File: src/hw/rtl/plcl_pkg.sv
// Shared constants and field widths for the piecewise-linear color lookup table.
package plcl_pkg;

    // Default sizing, handed to the top level parameters
    localparam int DEF_MAX_POINTS = 32;
    localparam int DEF_MAX_DOMAIN = 4096;
    localparam int DEF_CHANNELS   = 4;

    // Field widths
    localparam int X_W      = 13;            // point x
    localparam int Y_W      = 17;            // point y, Q1.16
    localparam int IDX_W    = 12;            // evaluate index
    localparam int DX_W     = 12;            // index minus segment start
    localparam int DY_W     = Y_W + 1;       // signed y difference
    localparam int PROD_W   = DX_W + Y_W;    // magnitude of dx * dy
    localparam int SLOT_W   = 5;
    localparam int CH_W     = 2;
    localparam int NUM_CH   = 4;             // value fields on the result bus
    localparam int DOM_W    = 13;
    localparam int CNT_W    = 6;
    localparam int CFG_IDX_W = 3;
    localparam int CFG_W    = 13;
    localparam int ST_W     = 2;

    localparam int IN_TDATA_W  = 56;
    localparam int OUT_TDATA_W = 72;

    localparam logic [Y_W-1:0] Y_MAX = Y_W'(65536);

    // Request kinds
    localparam logic REQ_WRITE = 1'b0;
    localparam logic REQ_EVAL  = 1'b1;

    // Result status codes
    localparam logic [ST_W-1:0] ST_WRITTEN = 2'd0;
    localparam logic [ST_W-1:0] ST_VALID   = 2'd1;
    localparam logic [ST_W-1:0] ST_RANGE   = 2'd2;

    // Configuration register indexes
    localparam logic [CFG_IDX_W-1:0] REG_DOMAIN      = 3'd0;
    localparam logic [CFG_IDX_W-1:0] REG_COUNT_RED   = 3'd1;
    localparam logic [CFG_IDX_W-1:0] REG_COUNT_GREEN = 3'd2;
    localparam logic [CFG_IDX_W-1:0] REG_COUNT_BLUE  = 3'd3;
    localparam logic [CFG_IDX_W-1:0] REG_COUNT_ALPHA = 3'd4;

endpackage

File: src/hw/rtl/piecewise_linear_color_lut.sv
// Top level of the piecewise-linear color lookup table: point store, segment walk, results.
//
//  channel   direction  handshake          contents
//  s_        in         s_tvalid/s_tready  write point or evaluate index
//  m_        out        m_tvalid/m_tready  status and four channel values
//  cfg_      in         cfg_we             domain size and per-channel point counts
//
// A point write or an out-of-range request is answered straight from idle. An
// evaluation walks each channel's points through the single read port of the
// point memory and, where a segment matches, runs the shared multiply/divide
// unit before it moves on to the next channel.
// Reset is synchronous and active low; the point memory is not cleared.
// The block takes no new item until its last result has been taken.
module piecewise_linear_color_lut #(
    parameter int MAX_POINTS = plcl_pkg::DEF_MAX_POINTS,
    parameter int MAX_DOMAIN = plcl_pkg::DEF_MAX_DOMAIN,
    parameter int CHANNELS   = plcl_pkg::DEF_CHANNELS
) (
    input  logic                                aclk,
    input  logic                                aresetn,
    // request in
    input  logic                                s_tvalid,
    output logic                                s_tready,
    // channel[1:0], slot[6:2], point_x[19:7], point_y[36:20], eval_index[48:37], zero pad
    input  logic [plcl_pkg::IN_TDATA_W-1:0]     s_tdata,
    // req_type[0]
    input  logic                                s_tuser,
    // result out
    output logic                                m_tvalid,
    input  logic                                m_tready,
    // value_red[16:0], value_green[33:17], value_blue[50:34], value_alpha[67:51], zero pad
    output logic [plcl_pkg::OUT_TDATA_W-1:0]    m_tdata,
    // status[1:0]
    output logic [plcl_pkg::ST_W-1:0]           m_tuser,
    // configuration writes
    input  logic                                cfg_we,
    input  logic [plcl_pkg::CFG_IDX_W-1:0]      cfg_index,
    input  logic [plcl_pkg::CFG_W-1:0]          cfg_data
);

    localparam int DEPTH = CHANNELS * MAX_POINTS;
    localparam int AW    = $clog2(DEPTH);
    localparam int KW    = $clog2(MAX_POINTS);
    localparam int PC_W  = $clog2(MAX_POINTS + 1);
    localparam int MW    = plcl_pkg::X_W + plcl_pkg::Y_W;

    localparam logic [1:0] S_IDLE = 2'd0;
    localparam logic [1:0] S_WALK = 2'd1;
    localparam logic [1:0] S_MATH = 2'd2;
    localparam logic [1:0] S_NEXT = 2'd3;

    // Input fields
    logic [plcl_pkg::CH_W-1:0]   in_channel;
    logic [plcl_pkg::SLOT_W-1:0] in_slot;
    logic [plcl_pkg::X_W-1:0]    in_x;
    logic [plcl_pkg::Y_W-1:0]    in_y;
    logic [plcl_pkg::IDX_W-1:0]  in_index;

    assign in_channel = s_tdata[1:0];
    assign in_slot    = s_tdata[6:2];
    assign in_x       = s_tdata[19:7];
    assign in_y       = s_tdata[36:20];
    assign in_index   = s_tdata[48:37];

    // Point memory, {x, y} per entry
    logic [MW-1:0] mem [DEPTH];
    logic [MW-1:0] rd_data_reg;
    logic [AW-1:0] rd_addr;
    logic [AW-1:0] wr_addr;
    logic          wr_en;
    logic [MW-1:0] wr_data;

    // Configuration
    logic [plcl_pkg::DOM_W-1:0] dom_reg;
    logic [plcl_pkg::CNT_W-1:0] cnt_reg [plcl_pkg::NUM_CH];

    // Sequencer state
    logic [1:0]                  state_reg, state_next;
    logic [plcl_pkg::CH_W-1:0]   ch_reg, ch_next;
    logic [AW-1:0]               base_reg, base_next;
    logic [PC_W-1:0]             issue_reg, issue_next;
    logic [PC_W-1:0]             n_reg, n_next;
    logic                        rd_valid_reg, rd_valid_next;
    logic                        rd_k0_reg, rd_k0_next;
    logic [plcl_pkg::X_W-1:0]    prev_x_reg, prev_x_next;
    logic [plcl_pkg::Y_W-1:0]    prev_y_reg, prev_y_next;
    logic                        seg_found_reg, seg_found_next;
    logic [plcl_pkg::DX_W-1:0]   seg_dxi_reg, seg_dxi_next;
    logic [plcl_pkg::X_W-1:0]    seg_dx_reg, seg_dx_next;
    logic signed [plcl_pkg::DY_W-1:0] seg_dy_reg, seg_dy_next;
    logic [plcl_pkg::Y_W-1:0]    seg_ya_reg, seg_ya_next;
    logic [plcl_pkg::IDX_W-1:0]  idx_reg, idx_next;
    logic [plcl_pkg::Y_W-1:0]    val_reg [plcl_pkg::NUM_CH];
    logic [plcl_pkg::Y_W-1:0]    val_next [plcl_pkg::NUM_CH];
    logic                        m_valid_reg, m_valid_next;
    logic [plcl_pkg::ST_W-1:0]   m_status_reg, m_status_next;

    // Interpolation unit
    logic                        unit_start;
    logic                        unit_done;
    logic [plcl_pkg::Y_W-1:0]    unit_value;

    logic                        in_fire;
    logic [plcl_pkg::X_W-1:0]    cur_x;
    logic [plcl_pkg::Y_W-1:0]    cur_y;
    logic [plcl_pkg::X_W-1:0]    idx_ext;
    logic                        seg_hit;
    logic                        walk_end;
    logic                        slot_bad;
    logic                        index_bad;

    assign s_tready = (state_reg == S_IDLE) && !m_valid_reg;
    assign in_fire  = s_tvalid && s_tready;

    assign m_tvalid = m_valid_reg;
    assign m_tuser  = m_status_reg;
    assign m_tdata  = {4'b0, val_reg[3], val_reg[2], val_reg[1], val_reg[0]};

    // Range checks on the request
    assign slot_bad  = (32'(in_slot) >= MAX_POINTS) || (32'(in_channel) >= CHANNELS);
    assign index_bad = ({1'b0, in_index} >= dom_reg) || (32'(in_index) >= MAX_DOMAIN);

    // Point write path
    assign wr_en   = in_fire && (s_tuser == plcl_pkg::REQ_WRITE) && !slot_bad;
    assign wr_addr = AW'(32'(in_channel) * MAX_POINTS + 32'(in_slot));
    assign wr_data = {in_x, (in_y > plcl_pkg::Y_MAX) ? plcl_pkg::Y_MAX : in_y};
    assign rd_addr = base_reg + AW'(issue_reg[KW-1:0]);

    always_ff @(posedge aclk) begin
        if (wr_en) begin
            mem[wr_addr] <= wr_data;
        end
        rd_data_reg <= mem[rd_addr];
    end

    // Segment test on the point just read against the one before it
    assign cur_x    = rd_data_reg[MW-1:plcl_pkg::Y_W];
    assign cur_y    = rd_data_reg[plcl_pkg::Y_W-1:0];
    assign idx_ext  = {1'b0, idx_reg};
    assign seg_hit  = rd_valid_reg && !rd_k0_reg && (cur_x > prev_x_reg)
                      && (idx_ext >= prev_x_reg) && (idx_ext < cur_x);
    assign walk_end = (issue_reg == n_reg) && !rd_valid_reg;

    assign unit_start = (state_reg == S_WALK) && walk_end && seg_found_reg;

    function automatic logic [PC_W-1:0] sat_count(input logic [plcl_pkg::CNT_W-1:0] c);
        return (32'(c) > MAX_POINTS) ? PC_W'(MAX_POINTS) : PC_W'(c);
    endfunction

    // Configuration writes
    always_ff @(posedge aclk) begin
        if (!aresetn) begin
            dom_reg <= plcl_pkg::DOM_W'(256);
            for (int i = 0; i < plcl_pkg::NUM_CH; i++) begin
                cnt_reg[i] <= '0;
            end
        end else if (cfg_we) begin
            case (cfg_index)
                plcl_pkg::REG_DOMAIN:      dom_reg    <= cfg_data;
                plcl_pkg::REG_COUNT_RED:   cnt_reg[0] <= cfg_data[plcl_pkg::CNT_W-1:0];
                plcl_pkg::REG_COUNT_GREEN: cnt_reg[1] <= cfg_data[plcl_pkg::CNT_W-1:0];
                plcl_pkg::REG_COUNT_BLUE:  cnt_reg[2] <= cfg_data[plcl_pkg::CNT_W-1:0];
                plcl_pkg::REG_COUNT_ALPHA: cnt_reg[3] <= cfg_data[plcl_pkg::CNT_W-1:0];
                default: begin
                end
            endcase
        end
    end

    // Sequencer
    always_comb begin
        state_next     = state_reg;
        ch_next        = ch_reg;
        base_next      = base_reg;
        issue_next     = issue_reg;
        n_next         = n_reg;
        rd_valid_next  = 1'b0;
        rd_k0_next     = rd_k0_reg;
        prev_x_next    = prev_x_reg;
        prev_y_next    = prev_y_reg;
        seg_found_next = seg_found_reg;
        seg_dxi_next   = seg_dxi_reg;
        seg_dx_next    = seg_dx_reg;
        seg_dy_next    = seg_dy_reg;
        seg_ya_next    = seg_ya_reg;
        idx_next       = idx_reg;
        m_valid_next   = m_valid_reg;
        m_status_next  = m_status_reg;
        for (int i = 0; i < plcl_pkg::NUM_CH; i++) begin
            val_next[i] = val_reg[i];
        end

        if (m_valid_reg && m_tready) begin
            m_valid_next = 1'b0;
        end

        case (state_reg)
            S_IDLE: begin
                if (in_fire) begin
                    for (int i = 0; i < plcl_pkg::NUM_CH; i++) begin
                        val_next[i] = '0;
                    end
                    idx_next = in_index;
                    if (s_tuser == plcl_pkg::REQ_WRITE) begin
                        m_valid_next  = 1'b1;
                        m_status_next = slot_bad ? plcl_pkg::ST_RANGE : plcl_pkg::ST_WRITTEN;
                    end else if (index_bad) begin
                        m_valid_next  = 1'b1;
                        m_status_next = plcl_pkg::ST_RANGE;
                    end else begin
                        ch_next        = '0;
                        base_next      = '0;
                        issue_next     = '0;
                        n_next         = sat_count(cnt_reg[0]);
                        seg_found_next = 1'b0;
                        state_next     = S_WALK;
                    end
                end
            end
            S_WALK: begin
                // Issue one read a cycle
                if (issue_reg != n_reg) begin
                    issue_next    = issue_reg + 1'b1;
                    rd_valid_next = 1'b1;
                    rd_k0_next    = (issue_reg == '0);
                end
                // Consume the point read last cycle; the highest matching slot wins
                if (rd_valid_reg) begin
                    if (seg_hit) begin
                        seg_found_next = 1'b1;
                        seg_dxi_next   = plcl_pkg::DX_W'(idx_ext - prev_x_reg);
                        seg_dx_next    = cur_x - prev_x_reg;
                        seg_dy_next    = $signed({1'b0, cur_y}) - $signed({1'b0, prev_y_reg});
                        seg_ya_next    = prev_y_reg;
                    end
                    prev_x_next = cur_x;
                    prev_y_next = cur_y;
                end
                if (walk_end) begin
                    state_next = seg_found_reg ? S_MATH : S_NEXT;
                end
            end
            S_MATH: begin
                if (unit_done) begin
                    val_next[ch_reg] = unit_value;
                    state_next       = S_NEXT;
                end
            end
            S_NEXT: begin
                if (32'(ch_reg) == CHANNELS - 1) begin
                    m_valid_next  = 1'b1;
                    m_status_next = plcl_pkg::ST_VALID;
                    state_next    = S_IDLE;
                end else begin
                    ch_next        = ch_reg + 1'b1;
                    base_next      = base_reg + AW'(MAX_POINTS);
                    issue_next     = '0;
                    n_next         = sat_count(cnt_reg[ch_reg + 1'b1]);
                    seg_found_next = 1'b0;
                    state_next     = S_WALK;
                end
            end
            default: begin
                state_next = S_IDLE;
            end
        endcase
    end

    always_ff @(posedge aclk) begin
        if (!aresetn) begin
            state_reg    <= S_IDLE;
            m_valid_reg  <= 1'b0;
            rd_valid_reg <= 1'b0;
        end else begin
            state_reg    <= state_next;
            m_valid_reg  <= m_valid_next;
            rd_valid_reg <= rd_valid_next;
        end
        ch_reg        <= ch_next;
        base_reg      <= base_next;
        issue_reg     <= issue_next;
        n_reg         <= n_next;
        rd_k0_reg     <= rd_k0_next;
        prev_x_reg    <= prev_x_next;
        prev_y_reg    <= prev_y_next;
        seg_found_reg <= seg_found_next;
        seg_dxi_reg   <= seg_dxi_next;
        seg_dx_reg    <= seg_dx_next;
        seg_dy_reg    <= seg_dy_next;
        seg_ya_reg    <= seg_ya_next;
        idx_reg       <= idx_next;
        m_status_reg  <= m_status_next;
        for (int i = 0; i < plcl_pkg::NUM_CH; i++) begin
            val_reg[i] <= val_next[i];
        end
    end

    plcl_interp u_interp (
        .aclk    (aclk),
        .aresetn (aresetn),
        .start   (unit_start),
        .dxi     (seg_dxi_reg),
        .dx      (seg_dx_reg),
        .dy      (seg_dy_reg),
        .ya      (seg_ya_reg),
        .done    (unit_done),
        .value   (unit_value)
    );

endmodule

File: src/hw/rtl/plcl_interp.sv
// Shared interpolation unit: one multiply, then a one-bit-per-cycle restoring divide.
module plcl_interp (
    input  logic                              aclk,
    input  logic                              aresetn,
    input  logic                              start,
    input  logic [plcl_pkg::DX_W-1:0]         dxi,     // index minus segment start
    input  logic [plcl_pkg::X_W-1:0]          dx,      // segment width, nonzero
    input  logic signed [plcl_pkg::DY_W-1:0]  dy,      // yb - ya
    input  logic [plcl_pkg::Y_W-1:0]          ya,
    output logic                              done,
    output logic [plcl_pkg::Y_W-1:0]          value
);

    localparam logic [1:0] U_IDLE = 2'd0;
    localparam logic [1:0] U_MUL  = 2'd1;
    localparam logic [1:0] U_DIV  = 2'd2;
    localparam logic [1:0] U_DONE = 2'd3;

    localparam int QC_W = $clog2(plcl_pkg::Y_W);

    logic [1:0]                  state_reg, state_next;
    logic [plcl_pkg::DX_W-1:0]   dxi_reg, dxi_next;
    logic [plcl_pkg::Y_W-1:0]    mag_reg, mag_next;
    logic                        neg_reg, neg_next;
    logic [plcl_pkg::X_W-1:0]    dx_reg, dx_next;
    logic [plcl_pkg::Y_W-1:0]    ya_reg, ya_next;
    logic [plcl_pkg::X_W-1:0]    rem_reg, rem_next;
    logic [plcl_pkg::Y_W-1:0]    num_reg, num_next;
    logic [plcl_pkg::Y_W-1:0]    quo_reg, quo_next;
    logic [QC_W-1:0]             cnt_reg, cnt_next;

    logic [plcl_pkg::PROD_W-1:0] prod;
    logic [plcl_pkg::X_W:0]      trial;
    logic                        ge;
    logic [plcl_pkg::DY_W-1:0]   dy_abs;

    assign dy_abs = dy[plcl_pkg::DY_W-1] ? -dy : dy;
    assign prod   = plcl_pkg::PROD_W'(dxi_reg) * plcl_pkg::PROD_W'(mag_reg);
    assign trial  = {rem_reg, num_reg[plcl_pkg::Y_W-1]};
    assign ge     = trial >= {1'b0, dx_reg};

    // Sign applied after the magnitude divide truncates toward zero
    assign done  = (state_reg == U_DONE);
    assign value = neg_reg ? (ya_reg - quo_reg) : (ya_reg + quo_reg);

    always_comb begin
        state_next = state_reg;
        dxi_next   = dxi_reg;
        mag_next   = mag_reg;
        neg_next   = neg_reg;
        dx_next    = dx_reg;
        ya_next    = ya_reg;
        rem_next   = rem_reg;
        num_next   = num_reg;
        quo_next   = quo_reg;
        cnt_next   = cnt_reg;
        case (state_reg)
            U_IDLE: begin
                if (start) begin
                    dxi_next   = dxi;
                    mag_next   = plcl_pkg::Y_W'(dy_abs);
                    neg_next   = dy[plcl_pkg::DY_W-1];
                    dx_next    = dx;
                    ya_next    = ya;
                    state_next = U_MUL;
                end
            end
            U_MUL: begin
                // Quotient stays below 2^Y_W, so the upper product bits start below dx
                rem_next   = plcl_pkg::X_W'(prod[plcl_pkg::PROD_W-1:plcl_pkg::Y_W]);
                num_next   = prod[plcl_pkg::Y_W-1:0];
                quo_next   = '0;
                cnt_next   = '0;
                state_next = U_DIV;
            end
            U_DIV: begin
                rem_next = ge ? plcl_pkg::X_W'(trial - {1'b0, dx_reg})
                              : trial[plcl_pkg::X_W-1:0];
                num_next = {num_reg[plcl_pkg::Y_W-2:0], 1'b0};
                quo_next = {quo_reg[plcl_pkg::Y_W-2:0], ge};
                cnt_next = cnt_reg + 1'b1;
                if (cnt_reg == QC_W'(plcl_pkg::Y_W - 1)) begin
                    state_next = U_DONE;
                end
            end
            U_DONE: begin
                state_next = U_IDLE;
            end
            default: begin
                state_next = U_IDLE;
            end
        endcase
    end

    always_ff @(posedge aclk) begin
        if (!aresetn) begin
            state_reg <= U_IDLE;
        end else begin
            state_reg <= state_next;
        end
        dxi_reg <= dxi_next;
        mag_reg <= mag_next;
        neg_reg <= neg_next;
        dx_reg  <= dx_next;
        ya_reg  <= ya_next;
        rem_reg <= rem_next;
        num_reg <= num_next;
        quo_reg <= quo_next;
        cnt_reg <= cnt_next;
    end

endmodule
File: config.mk
export PLATFORM = sky130hd
export DESIGN_NAME = piecewise_linear_color_lut
export DESIGN_NICKNAME = d
export VERILOG_FILES = /design/src/hw/rtl/plcl_pkg.sv /design/src/hw/rtl/piecewise_linear_color_lut.sv /design/src/hw/rtl/plcl_interp.sv
export SDC_FILE = /design/constraint.sdc
export NUM_CORES = 2
export LEC_CHECK = 0
export ABC_CLOCK_PERIOD_IN_PS = 6670
export BUFFER_PORTS_ARGS = -buffer_cell sky130_fd_sc_hd__buf_2
export CAP_MARGIN = 20
export CORE_MARGIN = 2
export CORE_UTILIZATION = 25
export DETAILED_ROUTE_END_ITERATION = 8
export PLACE_DENSITY_LB_ADDON = 0.2
export SLEW_MARGIN = 30
export SYNTH_ARGS = -nofsm -noshare
export SYNTH_HDL_FRONTEND = slang
export SYNTH_SLANG_ARGS = --single-unit
File: constraint.sdc
create_clock -name aclk -period 6.67 [get_ports aclk]
set_input_delay 1.6675 -clock aclk [delete_from_list [all_inputs] [get_ports aclk]]
set_output_delay 1.6675 -clock aclk [all_outputs]
set_load 0.05 [all_outputs]
# Word-level counts from Yosys, hierarchy flattened
# Memory sizes are Yosys's and may differ from the RTL's. A register that Yosys moved wholly into a read port is not among the register bits.
# Index checks and enable logic that the tools add are counted.
# op_classes
n_addsub	13
multipliers	1
magnitude_cmp	10
n_eq_ne	27
n_mux	90
bitwise	6
reduce_logical	35
# ops
operator	count
$mux 68	2
$pmux 68 s2	1
$mux 6	15
$bwmux 68	1
$mux 17	4
$pmux 17 s2	2
$demux 17 s2	1
$mux 1	33
$mux 2	15
$mul 12x17->29	1
$mux 7	4
$ge 12x13->1	2
$pmux 13 s2	1
$sub 13x13->13	2
$pmux 6 s3	1
$sub 17x17->18	1
$add 17x17->17	1
$gt 17x17->1 const B	1
$neg 17->17	1
$sub 17x17->17	1
$ne 2x2->1 const B	8
$pmux 2 s4	2
$add 7x5->7	2
$ge 14x13->1	1
other kinds (43)	79
# word_totals
reg_bits	258
ram_bits	3932
in_bits	78
out_inout_bits	76
wordCells	213
n_memories	3
# mem_list
name	depth	width	rd	rd_ports_with_merged_regs	wr	line_no	text
mem	128	30	1	1	1	piecewise_linear_color_lut.sv:66	logic [MW-1:0] mem [DEPTH];
val_reg	4	17	4	0	4	piecewise_linear_color_lut.sv:93	logic [plcl_pkg::Y_W-1:0] val_reg [plcl_pkg::NUM_CH];
cnt_reg	4	6	2	0	4	piecewise_linear_color_lut.sv:75	logic [plcl_pkg::CNT_W-1:0] cnt_reg [plcl_pkg::NUM_CH];

# Depth between registers and ports, before layout
# depth
ltp_word	8
mapped_depth	22
depth_no_buf	20

# Modules after synthesis
# A second synthesis with hierarchy kept.
# unflattened
cells_unflattened	8338
area_unflattened_um2	171572.1
# by_module_without_submodules
module	n_inst	cells_each	area_each_um2	seq_area_each_um2
piecewise_linear_color_lut	1	6975	158613.4	122677.7
plcl_interp	1	1363	12958.7	3403.3

# Worst setup path before layout
# OpenSTA, ideal clock, no wires.
# synth_path
path_type	input -> register
startpoint	input port s_tdata[23] in the netlist's numbering
endpoint	memory mem[0][10] in the netlist's numbering, data pin
setup_time_ns	0.825
t_arrival_ns	5.471
required_ns	5.845
path_slack_ns	0.374
cell_stages	3
n_path_buf	0
cell_sequence	nor4_1 > a41oi_1 > nor2b_1
# synth_via
elab_chain_len	2
# synth_lines
element	line_no	text
from (decl)	piecewise_linear_color_lut.sv:25	input logic [plcl_pkg::IN_TDATA_W-1:0] s_tdata,
$gt 17x17->1	piecewise_linear_color_lut.sv:126	assign wr_data = {in_x, (in_y > plcl_pkg::Y_MAX) ? plcl_pkg::Y_MAX : in_y};
$mux 17	piecewise_linear_color_lut.sv:126	
named net wr_data[10]	piecewise_linear_color_lut.sv:71	logic [MW-1:0] wr_data;
to (decl)	piecewise_linear_color_lut.sv:66	
# The timed path passes the listed nets, and every way through them passes these cells.

# Worst setup path in the final report
# layout_path
startpoint	register u_interp.mag_reg[9] in the netlist's numbering
endpoint	register u_interp.rem_reg[11] in the netlist's numbering, data pin
# layout_via
elab_chain_len	2
# layout_lines
element	line_no	text
from (decl)	plcl_interp.sv:23	logic [plcl_pkg::Y_W-1:0] mag_reg, mag_next;
from (signal assigned)	plcl_interp.sv:102	mag_reg <= mag_next;
$mul 12x17->29	plcl_interp.sv:38	assign prod = plcl_pkg::PROD_W'(dxi_reg) * plcl_pkg::PROD_W'(mag_reg);
$pmux 13 s2	plcl_interp.sv:57	case (state_reg)
named net u_interp.rem_next, one bit	plcl_interp.sv:27	logic [plcl_pkg::X_W-1:0] rem_reg, rem_next;
to (signal assigned)	plcl_interp.sv:106	rem_reg <= rem_next;
to (decl)	plcl_interp.sv:27	
# The timed path passes the listed nets, and every way through them passes these cells.
# A chain may end at the register's enable or synchronous reset.

==> out/summary.txt <==
Avg Cell Area, Syn: 21.58 µm²
Initial Util: 0.2510
Compound-Gate Fraction of Synth Area: 0.01304
CP startpoint: u_interp.mag_reg[9]$_DFFE_PP_
Cell Area, Synth: 170900 µm²
Die X: 830.9 µm
Postcts setup bufs: 0
Final hold vios: 0
Post-Route Skew: 87.55 ps
Yosys warns: 0
Fillers: 66.16k
First-pass GRT wire length: 702800 µm
Post-Place Cells: 17.02k
Slew Limit Fails: 0
Die area: 690400 µm²
Total grt overflow: 0
Later-pin clock latency in the skew report: 1050 ps
Final wirelength: 507300 µm
CTS clk-pin slew, worst paths: 60 ps
Hold Path Class: reg -> reg
Largest net degree at the start of global routing: 129
Setup ws final: 422.1 ps
Largest family of logic cells by synthesized area: multiplexers
Vias in the first global route: 86.44k
Layout cells sized above 1: 0.2920
Max reg flops: 3840
Synth Flop Type: edfxtp_1
WHS Path Cells: 0
Area of the multi-input gates: 43330 µm²
Sequential fraction of the synthesis area: 0.7376
Hold buffers post-CTS: 0
Worst EP arrival: 7040 ps
Simple-gate share of the synthesized area: 0.02475
CP max FO: 8
DR pass1 iterations: 5
Post-detailed-placement half-perimeter wirelength: 304300 µm
Period Utilization, post-route: 0.9367
Fmax: 160.1 MHz
I/O pins: 154
Synth-to-layout area growth: 17.49%
R2r startpoint: u_interp.mag_reg[9]$_DFFE_PP_
Slew HR: 0.3294
Global Route Usage Sum: 0.1437
Measured slew at the worst slew-check pin: 1003 ps
Routed Antenna Nets: 0
Critical Path Source Type: flip-flop
# clock sinks: 4215
Total CTS buffers: 463
#FFs+latches synth: 4215
Initial antenna violation count: 78
Mux cell area share after synthesis: 0.1720
Most frequent cells in the layout: edfxtp_1 (4166), mux4_2 (1264), clkbuf_16 (467)
Die Ht: 830.9 µm
Xor/xnor cell area share of the yosys netlist: 0.005483
Routed vias: 82.24k
Distinct cells, synth: 71
Status: finished, final reports clean
Hold path start: seg_ya_reg[8]$_DFFE_PP_
Synthesized instance count: 7922
Core Box Area: 680900 µm²
Fin Setup TNS: 0 ps
Final RePlAce weighted congestion: 0.7731
Setup CP Type: reg -> reg
Nets@finish: 8902
Final min period: 6248 ps
Core Rows: 303
Max VDD drop: 0.0003124 V
Type of element capturing the critical path: flip-flop
CTS root buf: clkbuf_16
Post-Place Worst Slack: 410.4 ps
Post-synth EDFFs: 4166
H-tree depth: 5
# DRC: 0
Leak: 63.28 nW
RSZ-0062 raised after global routing: false
Reg2Reg Depth: 18
Seq. cell area: 126100 µm²
Final Setup Violations: 0
Vias per Instance: 4.586
Area share of fa/ha/maj cells after synthesis: 0.03118
Async S/R FF share, synth: 0
CTS tree: built
DR iter-0 viols: 8246
Commonest non-fill, non-tap cell in the layout: edfxtp_1
Wire per inst: 28.29 µm
Resize count post-CTS: 0
CP required: 7470 ps
Final instance count without filler cells: 17.93k
Power per cell area: 377.3 nW/µm²
Max-cap violations: 0
Port Buffers: 142
Clock Path Buffers: 4
[Yosys cell counts (6+ instances only)]
master | count | area share
xnor2_1 | 79 | 0.0040
or3_1 | 12 | 0.00044
xor2_1 | 28 | 0.0014
fa_1 | 155 | 0.018
o41ai_1 | 8 | 0.00041
nand2_1 | 278 | 0.0061
inv_1 | 301 | 0.0066
buf_2 | 110 | 0.0032
o21bai_1 | 7 | 0.00031
o211a_1 | 8 | 0.00047
a31oi_1 | 9 | 0.00033
mux4_2 | 1264 | 0.17
dfxtp_1 | 49 | 0.0057
o21ai_0 | 80 | 0.0023
o21a_1 | 15 | 0.00066
nand3_1 | 31 | 0.00091
nor2b_1 | 90 | 0.0033
ha_1 | 178 | 0.013
nand2b_1 | 24 | 0.00088
nor3_1 | 26 | 0.00076
a211oi_1 | 14 | 0.00061
nand4_1 | 21 | 0.00077
o211ai_1 | 11 | 0.00048
o31ai_1 | 12 | 0.00053
and2_1 | 120 | 0.0044
a21oi_1 | 88 | 0.0026
nor4_1 | 11 | 0.00040
edfxtp_1 | 4166 | 0.73
a21o_1 | 37 | 0.0016
mux2i_1 | 53 | 0.0031
and3_1 | 13 | 0.00048
buf_1 | 35 | 0.00077
mux2_2 | 36 | 0.0024
nor2_1 | 245 | 0.0054
a221oi_1 | 6 | 0.00031
clkbuf_1 | 229 | 0.0050
[per-stage QoR]
step	util	area, µm²	hold slack [ps]	total power, mW
2_1_floorplan	-	170900	400.3	42.92
3_3_place_gp	0.2728	185700	409.2	51.78
3_5_place_dp	0.2730	185900	404.5	51.94
4_1_cts	0.2946	200600	375.7	77.09
5_1_grt	0.2948	200800	396.7	78.53
6_report	0.2950	200800	385.3	75.77
[layout make-up]
type,count,share of cell area
multi-input combinational,3029,0.2158
tap,8997,0.05605
clock inverter,295,0.01308
timing repair buffer,480,0.02075
clock buffer,560,0.06023
inverter,302,0.005645
antenna,55,0.0006853
sequential,4215,0.6278
[worst paths after layout]
kind                                    endpoint  slack, ps
setup / recovery  u_interp.rem_reg[11]$_DFFE_PP_        420
hold / removal      u_interp.ya_reg[8]$_DFFE_PP_        390
setup reg to reg  u_interp.rem_reg[11]$_DFFE_PP_        420
hold reg to reg     u_interp.ya_reg[8]$_DFFE_PP_        390
[per-layer routing]
layer	GRT usage	wire length (µm)
met4	0.03306	11470
met1	0.1967	220400
met5	0	110
met2	0.2421	247300
met3	0.02098	28000
[report_power, final]
group	switching, mW	internal [mW]
combinational	12.4	8.22
sequential	0.399	29.8
clock	10.7	14.2
total	23.5	52.3
[kinds of logic after synthesis]
family	count (synthesis)
mux	1353
fa+ha+maj	333
simple gates	891
other cells	1
compound gates	341
buf+inv	681
xor+xnor	107
flops	4215
[worst max-delay path, stage by stage (launching register included)]
cell	delay [ps]
edfxtp_1	660
nand2_1	150
fa_1	530
fa_1	550
inv_1	70
fa_1	450
fa_1	530
inv_1	50
fa_1	470
inv_1	40
ha_1	340
a21o_1	220
a31o_2	250
a31o_2	250
a31oi_1	380
o31ai_1	200
a2111oi_0	430
nor3_1	140
a211o_1	280
Power figures use the tool's default switching activity.
